`config.mk`:
```
export PLATFORM = sky130hd
export DESIGN_NAME = phoneme_feature_accumulator
export DESIGN_NICKNAME = d
export VERILOG_FILES = /design/src/pfa_pkg.sv /design/src/pfa_front.sv /design/src/pfa_queue.sv /design/src/pfa_back.sv /design/src/phoneme_feature_accumulator.sv
export SDC_FILE = /design/constraint.sdc
export NUM_CORES = 1
export LEC_CHECK = 0
export ABC_CLOCK_PERIOD_IN_PS = 9220
export BUFFER_PORTS_ARGS = -buffer_cell sky130_fd_sc_hd__buf_2
export CAP_MARGIN = 10
export CORE_MARGIN = 4
export CORE_UTILIZATION = 50
export DETAILED_ROUTE_END_ITERATION = 8
export PLACE_DENSITY = 0.76
export RECOVER_POWER = 50
export SLEW_MARGIN = 5
export SYNTH_ARGS = -nofsm -noshare
export SYNTH_HDL_FRONTEND = slang
export SYNTH_HIERARCHICAL = 1
export SYNTH_SLANG_ARGS = --single-unit
```
`constraint.sdc`:
```
create_clock -name i_clk -period 9.22 [get_ports i_clk]
set_input_delay 1.844 -clock i_clk [delete_from_list [all_inputs] [get_ports i_clk]]
set_output_delay 1.844 -clock i_clk [all_outputs]
set_load 0.05 [all_outputs]
```
`src/pfa_pkg.sv`:
```
// ----------------------------------------------------------------------------
// pfa_pkg
// Shared types, codes and constants of the phoneme feature accumulator.
// ----------------------------------------------------------------------------
`default_nettype none

package pfa_pkg;

    localparam int NCLASS        = 6;
    localparam int QUEUE_DEPTH   = 4;
    localparam int CHECK_STEPS   = 6;

    typedef enum logic [1:0] {
        OP_CLASSIFY = 2'd0,
        OP_CLEAR    = 2'd1,
        OP_READ     = 2'd2,
        OP_UNUSED   = 2'd3
    } t_op;

    localparam logic [2:0] CLS_F    = 3'd0;
    localparam logic [2:0] CLS_E    = 3'd1;
    localparam logic [2:0] CLS_O    = 3'd2;
    localparam logic [2:0] CLS_V    = 3'd3;
    localparam logic [2:0] CLS_S    = 3'd4;
    localparam logic [2:0] CLS_H    = 3'd5;
    localparam logic [2:0] CLS_NONE = 3'd7;

    localparam logic [7:0] CHR_SPACE = 8'h20;
    localparam logic [7:0] CHR_F     = 8'h66;
    localparam logic [7:0] CHR_E     = 8'h65;
    localparam logic [7:0] CHR_O     = 8'h6f;
    localparam logic [7:0] CHR_V     = 8'h76;
    localparam logic [7:0] CHR_S     = 8'h73;
    localparam logic [7:0] CHR_H     = 8'h68;

    localparam logic [1:0] CFG_WINDOW_MASK  = 2'd0;
    localparam logic [1:0] CFG_PLOSIVE_TIME = 2'd1;
    localparam logic [1:0] CFG_VOICE_LIMIT  = 2'd2;

    localparam logic [7:0]  RST_WINDOW_MASK  = 8'd15;
    localparam logic [15:0] RST_PLOSIVE_TIME = 16'd300;
    localparam logic [7:0]  RST_VOICE_LIMIT  = 8'd15;

    localparam logic [4:0] FEAT_TOTAL_LAST = 5'd5;
    localparam logic [4:0] FEAT_MOD_FIRST  = 5'd6;
    localparam logic [4:0] FEAT_MOD_LAST   = 5'd11;
    localparam logic [4:0] FEAT_POS_FIRST  = 5'd12;
    localparam logic [4:0] FEAT_POS_LAST   = 5'd17;
    localparam logic [4:0] FEAT_LENGTH     = 5'd18;
    localparam logic [4:0] FEAT_PLOSIVE    = 5'd19;

    localparam logic [2:0] CHECK_ORDER [CHECK_STEPS] =
        '{CLS_F, CLS_E, CLS_O, CLS_S, CLS_H, CLS_V};

    typedef struct packed {
        t_op         op;
        logic [2:0]  cls;
        logic        is_space;
        logic [31:0] time_ms;
        logic [4:0]  feature_index;
    } t_cmd;

endpackage

`default_nettype wire

```
`src/pfa_front.sv`:
```
// ----------------------------------------------------------------------------
// pfa_front
// Accepts input items, decodes the phoneme class and pushes commands.
// ----------------------------------------------------------------------------
`default_nettype none

module pfa_front (
    input  wire logic         i_in_valid,
    output logic              o_in_stall,
    input  wire logic [1:0]   i_opcode,
    input  wire logic [7:0]   i_phoneme,
    input  wire logic [31:0]  i_time_ms,
    input  wire logic [4:0]   i_feature_index,
    input  wire logic         i_q_full,
    output logic              o_q_push,
    output pfa_pkg::t_cmd     o_q_cmd
);

    logic [2:0] cls;

    always_comb begin
        case (i_phoneme)
            pfa_pkg::CHR_F: cls = pfa_pkg::CLS_F;
            pfa_pkg::CHR_E: cls = pfa_pkg::CLS_E;
            pfa_pkg::CHR_O: cls = pfa_pkg::CLS_O;
            pfa_pkg::CHR_V: cls = pfa_pkg::CLS_V;
            pfa_pkg::CHR_S: cls = pfa_pkg::CLS_S;
            pfa_pkg::CHR_H: cls = pfa_pkg::CLS_H;
            default:        cls = pfa_pkg::CLS_NONE;
        endcase
    end

    assign o_in_stall = i_q_full;

    // drop the unused opcode at the door
    assign o_q_push = i_in_valid && !i_q_full &&
                      (pfa_pkg::t_op'(i_opcode) != pfa_pkg::OP_UNUSED);

    always_comb begin
        o_q_cmd.op            = pfa_pkg::t_op'(i_opcode);
        o_q_cmd.cls           = cls;
        o_q_cmd.is_space      = (i_phoneme == pfa_pkg::CHR_SPACE);
        o_q_cmd.time_ms       = i_time_ms;
        o_q_cmd.feature_index = i_feature_index;
    end

endmodule

`default_nettype wire

```
`src/pfa_queue.sv`:
```
// ----------------------------------------------------------------------------
// pfa_queue
// Short command queue between the front and the back.
// ----------------------------------------------------------------------------
`default_nettype none

module pfa_queue #(
    parameter int DEPTH = pfa_pkg::QUEUE_DEPTH
) (
    input  wire logic          i_clk,
    input  wire logic          i_rst_n,
    input  wire logic          i_push,
    input  wire pfa_pkg::t_cmd i_cmd,
    output logic               o_full,
    input  wire logic          i_pop,
    output logic               o_valid,
    output pfa_pkg::t_cmd      o_cmd
);

    localparam int PW = (DEPTH > 1) ? $clog2(DEPTH) : 1;
    localparam int CW = $clog2(DEPTH + 1);
    localparam logic [PW-1:0] LAST  = PW'(DEPTH - 1);
    localparam logic [CW-1:0] FULLC = CW'(DEPTH);

    pfa_pkg::t_cmd r_mem [DEPTH];
    logic [PW-1:0] r_wr_ptr;
    logic [PW-1:0] r_rd_ptr;
    logic [CW-1:0] r_count;

    assign o_full  = (r_count == FULLC);
    assign o_valid = (r_count != '0);
    assign o_cmd   = r_mem[r_rd_ptr];

    always_ff @(posedge i_clk) begin
        if (i_push) begin
            r_mem[r_wr_ptr] <= i_cmd;
        end
    end

    always_ff @(posedge i_clk) begin
        if (!i_rst_n) begin
            r_wr_ptr <= '0;
            r_rd_ptr <= '0;
            r_count  <= '0;
        end else begin
            if (i_push) begin
                r_wr_ptr <= (r_wr_ptr == LAST) ? '0 : r_wr_ptr + 1'b1;
            end
            if (i_pop) begin
                r_rd_ptr <= (r_rd_ptr == LAST) ? '0 : r_rd_ptr + 1'b1;
            end
            if (i_push && !i_pop) begin
                r_count <= r_count + 1'b1;
            end else if (!i_push && i_pop) begin
                r_count <= r_count - 1'b1;
            end
        end
    end

endmodule

`default_nettype wire

```
`src/pfa_back.sv`:
```
// ----------------------------------------------------------------------------
// pfa_back
// Executes commands: counters, window peaks, feature reads, output register.
// ----------------------------------------------------------------------------
`default_nettype none

module pfa_back (
    input  wire logic          i_clk,
    input  wire logic          i_rst_n,
    input  wire logic          i_cfg_valid,
    input  wire logic [1:0]    i_cfg_index,
    input  wire logic [15:0]   i_cfg_data,
    input  wire logic          i_q_valid,
    input  wire pfa_pkg::t_cmd i_q_cmd,
    output logic               o_q_pop,
    output logic               o_out_valid,
    input  wire logic          i_out_stall,
    output logic [15:0]        o_feature_value
);

    localparam int NC = pfa_pkg::NCLASS;

    logic [7:0]  r_mask;
    logic [15:0] r_ptime;
    logic [7:0]  r_vlim;

    logic [15:0] r_total [NC];
    logic [7:0]  r_wc    [NC];
    logic [7:0]  r_peak  [NC];
    logic [15:0] r_pos   [NC];
    logic [7:0]  r_mod   [NC];
    logic [15:0] r_len;
    logic [15:0] r_plosive;
    logic        r_expect;
    logic [31:0] r_space_time;
    logic [2:0]  r_lead;

    logic [15:0] n_total [NC];
    logic [7:0]  n_wc    [NC];
    logic [7:0]  n_peak  [NC];
    logic [15:0] n_pos   [NC];
    logic [7:0]  n_mod   [NC];
    logic [15:0] n_len;
    logic [15:0] n_plosive;
    logic        n_expect;
    logic [31:0] n_space_time;
    logic [2:0]  n_lead;

    logic        r_out_valid;
    logic [15:0] r_out_data;
    logic [15:0] rd_value;
    logic        out_free;
    logic        is_read;
    logic        is_classify;
    logic        is_clear;
    logic        close;
    logic [31:0] gap;

    assign is_read     = (i_q_cmd.op == pfa_pkg::OP_READ);
    assign is_classify = (i_q_cmd.op == pfa_pkg::OP_CLASSIFY);
    assign is_clear    = (i_q_cmd.op == pfa_pkg::OP_CLEAR);
    assign out_free    = !r_out_valid || !i_out_stall;
    assign o_q_pop     = i_q_valid && (!is_read || out_free);

    assign gap   = i_q_cmd.time_ms - r_space_time;
    assign n_len = (is_classify) ? r_len + 16'd1 : r_len;
    assign close = ((n_len[7:0] & r_mask) == 8'd0);

    always_comb begin
        logic [2:0] c;
        logic [7:0] lim;
        logic [2:0] lead;
        for (int k = 0; k < NC; k++) begin
            n_total[k] = r_total[k];
            n_wc[k]    = r_wc[k];
            n_peak[k]  = r_peak[k];
            n_pos[k]   = r_pos[k];
            n_mod[k]   = r_mod[k];
        end
        n_plosive    = r_plosive;
        n_expect     = r_expect;
        n_space_time = r_space_time;
        lead         = r_lead;
        c            = pfa_pkg::CLS_NONE;
        lim          = 8'd0;
        if (is_classify) begin
            if (!r_expect && !i_q_cmd.is_space) begin
                n_expect = 1'b1;
                if (gap < {16'd0, r_ptime} && r_plosive != 16'hffff) begin
                    n_plosive = r_plosive + 16'd1;
                end
            end
            if (i_q_cmd.cls != pfa_pkg::CLS_NONE) begin
                if (r_total[i_q_cmd.cls] != 16'hffff) begin
                    n_total[i_q_cmd.cls] = r_total[i_q_cmd.cls] + 16'd1;
                end
                if (r_wc[i_q_cmd.cls] != 8'hff) begin
                    n_wc[i_q_cmd.cls] = r_wc[i_q_cmd.cls] + 8'd1;
                end
            end else if (i_q_cmd.is_space && r_expect) begin
                n_expect     = 1'b0;
                n_space_time = i_q_cmd.time_ms;
            end
            if (close) begin
                for (int i = 0; i < pfa_pkg::CHECK_STEPS; i++) begin
                    c   = pfa_pkg::CHECK_ORDER[i];
                    lim = (c == pfa_pkg::CLS_V) ? r_vlim : r_mask;
                    if (n_wc[c] > r_peak[c] && r_peak[c] < lim) begin
                        n_peak[c] = n_wc[c];
                        n_pos[c]  = n_len;
                        if (lead != c) begin
                            lead = c;
                            if (r_mod[c] != 8'hff) begin
                                n_mod[c] = r_mod[c] + 8'd1;
                            end
                        end
                    end
                end
                for (int k = 0; k < NC; k++) begin
                    n_wc[k] = 8'd0;
                end
            end
        end else if (is_clear) begin
            for (int k = 0; k < NC; k++) begin
                n_total[k] = 16'd0;
                n_wc[k]    = 8'd0;
                n_mod[k]   = 8'd0;
            end
            n_plosive = 16'd0;
            n_expect  = 1'b1;
        end
        n_lead = lead;
    end

    always_comb begin
        logic [4:0] off;
        off      = 5'd0;
        rd_value = 16'd0;
        case (i_q_cmd.feature_index) inside
            [5'd0 : pfa_pkg::FEAT_TOTAL_LAST]: begin
                rd_value = r_total[i_q_cmd.feature_index[2:0]];
            end
            [pfa_pkg::FEAT_MOD_FIRST : pfa_pkg::FEAT_MOD_LAST]: begin
                off      = i_q_cmd.feature_index - pfa_pkg::FEAT_MOD_FIRST;
                rd_value = {8'd0, r_mod[off[2:0]]};
            end
            [pfa_pkg::FEAT_POS_FIRST : pfa_pkg::FEAT_POS_LAST]: begin
                off      = i_q_cmd.feature_index - pfa_pkg::FEAT_POS_FIRST;
                rd_value = r_pos[off[2:0]];
            end
            pfa_pkg::FEAT_LENGTH:  rd_value = r_len;
            pfa_pkg::FEAT_PLOSIVE: rd_value = r_plosive;
            default:               rd_value = 16'd0;
        endcase
    end

    always_ff @(posedge i_clk) begin
        if (!i_rst_n) begin
            r_mask  <= pfa_pkg::RST_WINDOW_MASK;
            r_ptime <= pfa_pkg::RST_PLOSIVE_TIME;
            r_vlim  <= pfa_pkg::RST_VOICE_LIMIT;
        end else if (i_cfg_valid) begin
            case (i_cfg_index)
                pfa_pkg::CFG_WINDOW_MASK:  r_mask  <= i_cfg_data[7:0];
                pfa_pkg::CFG_PLOSIVE_TIME: r_ptime <= i_cfg_data;
                pfa_pkg::CFG_VOICE_LIMIT:  r_vlim  <= i_cfg_data[7:0];
                default: ;
            endcase
        end
    end

    always_ff @(posedge i_clk) begin
        if (!i_rst_n) begin
            for (int k = 0; k < NC; k++) begin
                r_total[k] <= 16'd0;
                r_wc[k]    <= 8'd0;
                r_peak[k]  <= 8'd0;
                r_pos[k]   <= 16'd0;
                r_mod[k]   <= 8'd0;
            end
            r_len        <= 16'd0;
            r_plosive    <= 16'd0;
            r_expect     <= 1'b1;
            r_space_time <= 32'd0;
            r_lead       <= pfa_pkg::CLS_NONE;
        end else if (o_q_pop) begin
            for (int k = 0; k < NC; k++) begin
                r_total[k] <= n_total[k];
                r_wc[k]    <= n_wc[k];
                r_peak[k]  <= n_peak[k];
                r_pos[k]   <= n_pos[k];
                r_mod[k]   <= n_mod[k];
            end
            r_len        <= is_clear ? 16'd0 : n_len;
            r_plosive    <= n_plosive;
            r_expect     <= n_expect;
            r_space_time <= n_space_time;
            r_lead       <= n_lead;
        end
    end

    always_ff @(posedge i_clk) begin
        if (!i_rst_n) begin
            r_out_valid <= 1'b0;
        end else if (o_q_pop && is_read) begin
            r_out_valid <= 1'b1;
        end else if (!i_out_stall) begin
            r_out_valid <= 1'b0;
        end
    end

    always_ff @(posedge i_clk) begin
        if (o_q_pop && is_read) begin
            r_out_data <= rd_value;
        end
    end

    assign o_out_valid     = r_out_valid;
    assign o_feature_value = r_out_data;

    a_read_gives_result: assert property (@(posedge i_clk) disable iff (!i_rst_n)
        (o_q_pop && is_read) |=> r_out_valid)
        else $error("read transfer did not load the output register");

    a_held_result_blocks_read: assert property (@(posedge i_clk) disable iff (!i_rst_n)
        (r_out_valid && i_out_stall && i_q_valid && is_read) |-> !o_q_pop)
        else $error("read popped while a result is held");

    a_plosive_monotone: assert property (@(posedge i_clk) disable iff (!i_rst_n)
        !(o_q_pop && is_clear) |=> (r_plosive >= $past(r_plosive)))
        else $error("plosive total decreased without clear");

    a_lead_range: assert property (@(posedge i_clk) disable iff (!i_rst_n)
        (r_lead < 3'd6) || (r_lead == pfa_pkg::CLS_NONE))
        else $error("leading class out of range");

endmodule

`default_nettype wire

```
`src/phoneme_feature_accumulator.sv`:
```
// ----------------------------------------------------------------------------
// phoneme_feature_accumulator
// Per-class phoneme counters with window peaks, modality and plosive count.
// ----------------------------------------------------------------------------
//  channel  direction  handshake               payload
//  in       input      i_in_valid/o_in_stall   opcode, phoneme, time_ms, index
//  out      output     o_out_valid/i_out_stall feature_value
//  cfg      input      i_cfg_valid/o_cfg_ready cfg_index, cfg_data
//
//  One item per cycle unless stalled; each command is executed in the cycle it
//  leaves the queue, and a read result appears in the following cycle.
//  Reset clears all accumulators and loads default register values.
//  A held result stalls only a read at the queue head, and the items behind it.
//  The input stalls when the command queue is full.
// ----------------------------------------------------------------------------
`default_nettype none

module phoneme_feature_accumulator #(
    parameter int QUEUE_DEPTH = pfa_pkg::QUEUE_DEPTH
) (
    input  wire logic         i_clk,
    input  wire logic         i_rst_n,
    input  wire logic         i_in_valid,
    output logic              o_in_stall,
    input  wire logic [1:0]   i_opcode,
    input  wire logic [7:0]   i_phoneme,
    input  wire logic [31:0]  i_time_ms,
    input  wire logic [4:0]   i_feature_index,
    output logic              o_out_valid,
    input  wire logic         i_out_stall,
    output logic [15:0]       o_feature_value,
    input  wire logic         i_cfg_valid,
    output logic              o_cfg_ready,
    input  wire logic [1:0]   i_cfg_index,
    input  wire logic [15:0]  i_cfg_data
);

    logic          q_full;
    logic          q_push;
    logic          q_pop;
    logic          q_valid;
    pfa_pkg::t_cmd q_in_cmd;
    pfa_pkg::t_cmd q_out_cmd;

    assign o_cfg_ready = 1'b1;

    pfa_front u_front (
        .i_in_valid      (i_in_valid),
        .o_in_stall      (o_in_stall),
        .i_opcode        (i_opcode),
        .i_phoneme       (i_phoneme),
        .i_time_ms       (i_time_ms),
        .i_feature_index (i_feature_index),
        .i_q_full        (q_full),
        .o_q_push        (q_push),
        .o_q_cmd         (q_in_cmd)
    );

    pfa_queue #(
        .DEPTH (QUEUE_DEPTH)
    ) u_queue (
        .i_clk   (i_clk),
        .i_rst_n (i_rst_n),
        .i_push  (q_push),
        .i_cmd   (q_in_cmd),
        .o_full  (q_full),
        .i_pop   (q_pop),
        .o_valid (q_valid),
        .o_cmd   (q_out_cmd)
    );

    pfa_back u_back (
        .i_clk           (i_clk),
        .i_rst_n         (i_rst_n),
        .i_cfg_valid     (i_cfg_valid),
        .i_cfg_index     (i_cfg_index),
        .i_cfg_data      (i_cfg_data),
        .i_q_valid       (q_valid),
        .i_q_cmd         (q_out_cmd),
        .o_q_pop         (q_pop),
        .o_out_valid     (o_out_valid),
        .i_out_stall     (i_out_stall),
        .o_feature_value (o_feature_value)
    );

endmodule

`default_nettype wire

```
* Word level (Yosys, flattened, before mapping)
Memories as Yosys holds them, arrays and structs flattened. A register that Yosys moved wholly into a read port is not among the register bits.
Index checks and enable logic that the tools add are counted.
Widths: inputs -> output; s select.
** Word-level totals
- Bits in registers :: 124
- RAM bits :: 508
- Input bits :: 70
- Output and inout bits :: 19
- Word-level logic and storage cells :: 364
- Memories :: 6
** Memory list
- u_queue.r_mem :: words 4, bits a word 43, read ports 1, clocked after memory_dff 1, write ports 1, line pfa_queue.sv:25 : pfa_pkg::t_cmd r_mem [DEPTH];
- u_back.r_pos :: words 6, bits a word 16, read ports 1, clocked after memory_dff 0, write ports 6, line pfa_back.sv:30 : logic [15:0] r_pos [NC];
- u_back.r_total :: words 6, bits a word 16, read ports 8, clocked after memory_dff 0, write ports 6, line pfa_back.sv:27 : logic [15:0] r_total [NC];
- u_back.r_mod :: words 6, bits a word 8, read ports 7, clocked after memory_dff 0, write ports 6, line pfa_back.sv:31 : logic [7:0] r_mod [NC];
- u_back.r_peak :: words 6, bits a word 8, read ports 6, clocked after memory_dff 0, write ports 6, line pfa_back.sv:29 : logic [7:0] r_peak [NC];
- u_back.r_wc :: words 6, bits a word 8, read ports 7, clocked after memory_dff 0, write ports 6, line pfa_back.sv:28 : logic [7:0] r_wc [NC];
** Cells by class
- $add $sub $neg :: 17
- Magnitude comparators :: 21
- Equality and inequality tests :: 83
- Mux-type cells :: 136
- Bitwise gates (word level) :: 33
- Reductions and logical operators :: 55
** Operators by type and width (number)
- $mux 96 :: 6
- $mux 48 :: 11
- $mux 16 :: 30
- $mux 8 :: 43
- $bwmux 96 :: 1
- $mux 3 :: 24
- $add 8x1->8 const B :: 7
- $ne 8x8->1 const B :: 7
- $add 16x1->16 const B :: 3
- $bwmux 48 :: 1
- $demux 16 s3 :: 1
- $eq 8x7->1 const B :: 6
- $gt 8x8->1 :: 6
- $lt 8x8->1 :: 6
- $ne 3x3->1 const B :: 15
- $ne 2x2->1 const B :: 21
- $reduce_and 6->1 :: 6
- $lt 32x16->1 :: 1
- $ne 16x16->1 const B :: 2
- $reduce_and 4->1 :: 8
- $sub 32x32->32 :: 1
- $ne 5x5->1 const B :: 6
- $or 1x1->1 :: 30
- $demux 8 s3 :: 1
- other kinds (37) :: 102

* Longest topological paths before layout
Gate-level depths: netlist (run 1).
- Depth in word-level cells :: 40
- Mapped depth :: 28

* Modules after synthesis
Netlist (run 1), hierarchy kept.
** Modules (own cells, without submodules)
- pfa_back :: times used 1, cells an instance 2824, area an instance 27152.3 sq um, sequential area each 12592.1 sq um
- pfa_queue :: times used 1, cells an instance 269, area an instance 6718.9 sq um, sequential area each 5345.1 sq um
- pfa_front :: times used 1, cells an instance 64, area an instance 457.9 sq um, sequential area each 0.0 sq um
- phoneme_feature_accumulator :: times used 1, cells an instance 2, area an instance 11.3 sq um, sequential area each 0.0 sq um

* Least setup slack after synthesis (run 1)
No wires, ideal clock.
- Kind :: register to register
- From :: reg (tool-made name)
- To :: mem u_back.r_total[0][0] (enable)
- Arrival :: 7574 ps
- Setup slack :: 1063 ps
- Stages on the path, launching flop included :: 15
- Period minus slack after synthesis :: 8157 ps
- Cell sequence :: dfxtp_1 > buf_6 > buf_12 > mux4_2 > clkbuf_1 > inv_1 > clkbuf_1 > buf_1 > clkbuf_1 > nor2_1 > a21oi_1 > nor2_1 > a221oi_1 > o31ai_1 > a21oi_1
** RTL lines (line)
- end: declaration :: pfa_back.sv:27

==> results of run 1 <==
## area by class of cell
type | count | area share
antenna | 1 | 0.0000669
clock buffer | 94 | 0.0526
clock inverter | 36 | 0.00930
inverter | 173 | 0.0174
multi-input combinational | 2144 | 0.395
sequential | 634 | 0.480
tap | 873 | 0.0292
timing repair buffer | 127 | 0.0167
## worst max-delay path by stage
stage                         start              endpoint  slack, ns  cells past startpoint
after detailed placement  flip-flop    u_back/r_mod[3][6]       1.88                     24
after floorplan           flip-flop  u_back/r_total[0][0]       1.06                     14
after CTS                 flip-flop   u_back/r_pos[3][15]       1.77                     23
after global placement    flip-flop    u_back/r_mod[3][0]       2.03                     24
final                     flip-flop   u_back/r_pos[3][15]       1.72                     21
after global routing      flip-flop   u_back/r_pos[3][14]       1.08                     23
## cells by family after synthesis
group	share of synthesized area
and+or+nand+nor	0.135
DFF	0.522
AOI/OAI and AO/OA	0.115
buffers and inverters	0.0497
muxes	0.0946
adders and majority gates	0.0580
xor gates and xnor gates	0.0247
other	0.000109
## critical path, cell delays in order, from the launching register on
cell and delay, ns:
dfxtp_2 0.33, buf_4 0.50, mux4_2 0.79, buf_4 0.43, and2_1 0.52, a221oi_1 0.25, nor2_1 0.26, and4b_1 0.28
nand3_1 0.26, nand2_1 0.41, mux2i_1 0.34, inv_1 0.08, ha_1 0.29, nor2b_1 0.13, o21a_1 0.16, o21ai_0 0.17
nand2b_1 0.09, a21oi_1 0.14, o21ai_0 0.09, o211ai_1 0.27, a211o_1 0.61, nand2_1 0.57
## registers in the layout (all words and copies together), names as in the netlist, named ones only
| name | flops |
|---|---|
| u_back/o_out_valid | 1 |
| u_back/r_space_time | 32 |
| u_back/r_vlim | 8 |
| u_back/r_len | 16 |
| u_back/r_lead | 3 |
| u_back/r_expect | 1 |
| u_back/r_peak | 48 |
| u_queue/r_count | 3 |
| u_back/r_mask | 8 |
| u_back/o_feature_value | 16 |
| u_queue/r_rd_ptr | 2 |
| u_back/r_ptime | 16 |
| u_back/r_wc | 48 |
| u_back/r_pos | 96 |
| u_queue/r_wr_ptr | 2 |
| u_queue/r_mem | 172 |
| u_back/r_mod | 48 |
| u_back/r_plosive | 16 |
| u_back/r_total | 96 |
## cells in the final DEF, fill, tap and decap left out, types with 75 or more instances in the layout
| cell | netlist | layout |
|---|---|---|
| mux2i_1 | 124 | 124 |
| dfxtp_1 | 110 | 109 |
| ha_1 | 156 | 156 |
| inv_1 | 172 | 172 |
| nand2_1 | 388 | 388 |
| nor2_1 | 388 | 388 |
| a21oi_1 | 263 | 262 |
| mux4_2 | 80 | 79 |
| o21ai_0 | 81 | 75 |
| clkbuf_1 | 122 | 83 |
| edfxtp_1 | 524 | 524 |
## power groups by stage
stage	logic, mW	clock network, mW	registers, mW
after floorplan	4.09	0	4.17
after global placement	5.47	0	4.20
after detailed placement	5.56	0	4.22
after CTS	5.60	2.85	4.16
after global routing	6.18	2.97	4.24
final	5.66	2.80	4.18
## per-layer routing
layer | wire length, um | part of all wire | GRT usage
met5 | 69 | 0.00080 | 0
met4 | 3440 | 0.040 | 0.0900
met3 | 7620 | 0.089 | 0.0540
met2 | 39700 | 0.46 | 0.369
met1 | 35300 | 0.41 | 0.308
==> out/results.ini, run 1 <==
[placement]
place_area_um2 = 35200
gp_congestion = 0.898
port_buffers = 87
dp_hpwl_um = 57900
placed_cells = 3947
post-place-ws_ns = 1.88

[synth]
synth_top_area_share = 0.458
yosysTopAreaCell = edfxtp_1
synth.avg_cell_area_um2 = 10.9
synth-edff-count = 524
syn_nets = 3387
synth.top_cells.by_count = edfxtp_1, nand2_1, nor2_1
yosysWarnings = 6
synthArstFlopShare = 0
synth_cells = 3159
synth_ff_type = edfxtp_1
ys_types = 89
yosysMostFrequentCell = edfxtp_1
synth-seq-area-share = 0.522
synthesis.area_um2 = 34300
synth_area_leaders = edfxtp_1, dfxtp_1, ha_1
ys_ff_latch = 634

[timing]
rsz0062_at_grt = no
drv_slew = 567
slew-limit-headroom = -1.38
final-setup-viol-count = 0
finalCriticalPeriod_ns = 7.50
max_freq_mhz = 133
skew_ns = 0.0332
hold_ws_ns = 0.450
fin_ws_ns = 1.72
finalCritPeriodShare = 0.813
worstMarginPinSlew_ns = 3.57
hold_viol_final = 0
tns_ns = 0

[global_route]
grt_start_max_net_pins = 103
grt.total_usage = 0.231
antenna_found_initial = 6
grt_first_pass_wirelength_um = 134000
grt_pass1_vias = 23600
gr-total-overflow = 0

[outcome]
failed_checks = capacitance limit, slew limit
status = finished with violations

[worst_setup_path]
reg2reg_to = u_back/r_pos[3][15]
cp_max_fo = 42
reg2regPathDepth = 21
rrSetupSlack_ns = 1.72
cp-end-kind = flip-flop
required_ns = 9.34
crit_type = flip-flop to flip-flop
cp-start-kind = flip-flop
cp_data_arrival_time_ns = 7.62

[power]
ir_worst_vdd_v = 0.000198
power.total_mw = 12.6
p_int_mw = 7.42
leakagePower_nw = 13.9
p_seq_frac = 0.331
powerDensity_nw_per_um2 = 338
switchingPower_mw = 5.23
switching_share = 0.413
clkPwrFrac = 0.222
p_comb_frac = 0.448

[cells_and_area]
regArea_um2 = 17900
final_util = 0.553
multi_input_area_um2 = 14800
final_area_um2 = 37400
drive_gt1_frac = 0.0901
fillers = 5638
fin_cells = 4082
area_growth_pct = 8.87
nNetsFinal = 3378

[cts]
clkTransAtPathRegs_ns = 0.06
cts-htree-levels = 3
post_cts_buffers = 0
cts_tree = done
holdBufCountCts = 0
cts_buffers = 70
clock-sinks = 634
insertion_delay_ns = 0.63
root_buffer = clkbuf_16
clk_path_buf_depth = 3
cts-resized-gates = 0

[die]
die_w_um = 270
chipHeight_um = 270
io_pins = 89
die-area_um2 = 72900
initial_utilization = 0.508
core-area_um2 = 67600
rows = 95

[routing]
wl_um = 86100
drc = 0
routedWlPerCell_um = 21.1
firstDrtPassIters = 5
post_drt_via_cell_ratio = 6.03
ant_nets = 0
vias = 24600
drt_iter0_markers = 2722

[job]
maxCapViolations = 13

[hold_path]
min_delay_worst_endpoint = u_back/r_space_time[13]
min-delay-start = u_back/r_space_time[13]
hold_path.class = flip-flop to flip-flop
hold_path_depth = 2

No activity file was read; power rests on OpenSTA's default activity.
==> run 2: changes to the inputs <==
--- a/config.mk
+++ b/config.mk
@@ -5,7 +5,7 @@
 export SDC_FILE = /design/constraint.sdc
 export NUM_CORES = 1
 export LEC_CHECK = 0
-export ABC_CLOCK_PERIOD_IN_PS = 9220
+export ABC_CLOCK_PERIOD_IN_PS = 7000
 export BUFFER_PORTS_ARGS = -buffer_cell sky130_fd_sc_hd__buf_2
 export CAP_MARGIN = 10
 export CORE_MARGIN = 4
==> constraint.sdc (replaced) <==
create_clock -name i_clk -period 7 [get_ports i_clk]
set_input_delay 1.4 -clock i_clk [delete_from_list [all_inputs] [get_ports i_clk]]
set_output_delay 1.4 -clock i_clk [all_outputs]
set_load 0.05 [all_outputs]
==> out/results.ini, run 2 (same netlist as run 1, synthesis figures left out) <==
[worst_setup_path]
crit_chain = mux4_2 -> buf_4 -> nor2b_1 -> a22oi_1 -> nor2_1 -> a221oi_1 -> nor2_1 -> and4b_1 -> nand3_1 -> nand2_1 -> mux2i_1 -> inv_1 -> ha_1 -> nor2b_1 -> o21a_1 -> o21a_1 -> o21ai_0 -> a21oi_1 -> o31a_1 -> nand2_1 -> nand3b_1 -> or4b_2 -> o221a_2
cp-start-kind = flip-flop
endpoint = u_back/r_mod[3][0]
critPathMaxStageDelay_ns = 0.75  ; -0.04 ns
slowest_stage = mux4_2
required_ns = 7.34  ; -2.00 ns
crit_family = simple AND/OR/NAND/NOR gates
crit_type = flip-flop to flip-flop
reg2regPathDepth = 23  ; +9.5%
worst-path-buf-inv = 2  ; -1
reg2reg_to = u_back/r_mod[3][0]
rrSetupSlack_ns = 0.48  ; -1.24 ns
crit_cells = 23  ; +9.5%
cp-end-kind = flip-flop
cp_data_arrival_time_ns = 6.85  ; -0.77 ns
cp_max_fo = 16  ; -62%

[cells_and_area]
final_util = 0.555  ; +0.00242
multi_input_area_um2 = 14800  ; about the same
largest_register = u_queue/r_mem
final_cell_mix = edfxtp_1, nand2_1, nor2_1, a21oi_1, inv_1
reg_top3 = u_queue/r_mem: 172 flops, u_back/r_pos: 96 flops, u_back/r_total: 96 flops
num_antenna_cells = 0  ; -1
nNetsFinal = 3400  ; +0.65%
area_growth_pct = 9.35
regArea_um2 = 17900  ; about the same
drive_gt1_frac = 0.0969  ; +0.00685
fillers = 5564  ; -1.3%
largest_reg_flops = 172  ; unchanged
mostFrequentLayoutCell = edfxtp_1

[power]
leakagePower_nw = 14.0  ; +0.68%
power.total_mw = 16.8  ; +33%
powerDensity_nw_per_um2 = 447  ; +32%
ir_worst_vdd_v = 0.000231  ; +17%

[die]
chipHeight_um = 270  ; unchanged
die_w_um = 270  ; unchanged
die-area_um2 = 72900  ; unchanged
rows = 95  ; unchanged
initial_utilization = 0.508  ; unchanged
io_pins = 89  ; unchanged
core-area_um2 = 67600  ; unchanged

[cts]
holdBufCountCts = 0  ; unchanged
root_buffer = clkbuf_16
clkTransAtPathRegs_ns = 0.06  ; about the same
clock-sinks = 634  ; unchanged
cts_tree = done
insertion_delay_ns = 0.63  ; about the same
cts-htree-levels = 3  ; unchanged
clk_path_buf_depth = 3  ; unchanged
post_cts_buffers = 0  ; unchanged
cts-resized-gates = 0  ; unchanged
cts_buffers = 69  ; -1.4%

[timing]
final-setup-viol-count = 0  ; unchanged
slew-limit-headroom = -1.47  ; -0.0955
drv_slew = 502  ; -11%
skew_ns = 0.0225  ; -0.0106 ns
rsz0062_at_grt = no
worstMarginPinSlew_ns = 3.71  ; +0.143 ns
tns_ns = 0  ; unchanged
hold_viol_final = 0  ; unchanged
finalCriticalPeriod_ns = 6.52  ; -0.984 ns
finalCritPeriodShare = 0.931  ; +0.117
max_freq_mhz = 153  ; +15%

[global_route]
gr-total-overflow = 0  ; unchanged
grt_start_max_net_pins = 74  ; -28%
grt_first_pass_wirelength_um = 136000  ; +1.0%
grt.total_usage = 0.233  ; +0.00200
antenna_found_initial = 3  ; -3
grt_pass1_vias = 23700  ; +0.20%

[routing]
routedWlPerCell_um = 21.3  ; +1.1%
post_drt_via_cell_ratio = 6.09  ; +0.98%
wl_um = 87500  ; +1.6%
vias = 25000  ; +1.5%
ant_nets = 0  ; unchanged
firstDrtPassIters = 7  ; +2
drc = 0  ; unchanged
drt_iter0_markers = 2772  ; +1.8%

[hold_path]
hold_path_depth = 2  ; unchanged
hold_path.class = flip-flop to flip-flop

[outcome]
status = finished with violations
failed_checks = capacitance limit, slew limit

[placement]
dp_hpwl_um = 58900  ; +1.7%
port_buffers = 87  ; unchanged
gp_congestion = 0.922  ; +2.6%

[job]
maxCapViolations = 12  ; -1

-- run 2: changes by cell type in the layout (fill, tap and decap cells not counted), sizes merged, moves of 2 or more --
| cell | delta |
|---|---|
| clkinv | +5 |
| bufinv | +3 |
| buf | +22 |
| clkbuf | -4 |
| inv | -7 |
| clkinvlp | +2 |
-- run 2: stage by stage --
step	hold WS (ns)	setup WS [ns]	cells	instance area, um2
after detailed placement	0.444	0.640	3974	35400
after CTS	0.451	0.634	4102	37700
after floorplan	0.432	0.821	3159	34300
after global routing	0.462	0.106	4102	37500
after global placement	0.438	0.784	3974	35400
final	0.450	0.485	4102	37500
-- run 2: worst reg2reg max path: cells and delay by family (launching register included) --
kind / cells / cell delay (ns)
AND/OR/NAND/NOR: 10 / 2.32
adder cells (fa/ha/maj): 1 / 0.29
AO/OA/AOI/OAI: 8 / 1.80
flip-flops: 1 / 0.38
buffers and inverters: 2 / 0.36
multiplexers: 2 / 1.10
-- run 2: cell type report --
cell class / count / share of cell area
clock inverters: 39 / 0.0115
repair buffers: 150 / 0.0211
inverters: 173 / 0.0173
clock buffers: 89 / 0.0504
multi-input cells: 2144 / 0.393
well taps: 873 / 0.0291
flip-flops and latches: 634 / 0.478
-- run 2: how the worst min path moves through the flow --
| stage | start | endpoint |
|---|---|---|
| 2_1_floorplan | u_back/r_space_time[18] | u_back/r_space_time[18] |
| 3_3_place_gp | u_back/r_space_time[11] | u_back/r_space_time[11] |
| 3_5_place_dp | u_back/r_space_time[9] | u_back/r_space_time[9] |
| 4_1_cts | u_back/r_space_time[6] | u_back/r_space_time[6] |
| 5_1_grt | u_back/r_space_time[19] | u_back/r_space_time[19] |
| 6_report | u_back/r_space_time[19] | u_back/r_space_time[19] |
-- run 2: power by group --
part	leakage (nW)	internal (mW)	switching (mW)	total [mW]
Clock	1.14	2.19	1.53	3.72
Sequential	6.15	4.99	0.524	5.51
Combinational	6.71	2.70	4.84	7.54
Total	14.0	9.88	6.89	16.8
-- run 2: metal layers --
layer,part of all wire,track usage,vias to the layer above
met5,0.00050,0,-
met4,0.040,0.0911,6
met3,0.086,0.0410,228
met2,0.46,0.373,1185
met1,0.41,0.319,12000
li1,-,-,11500
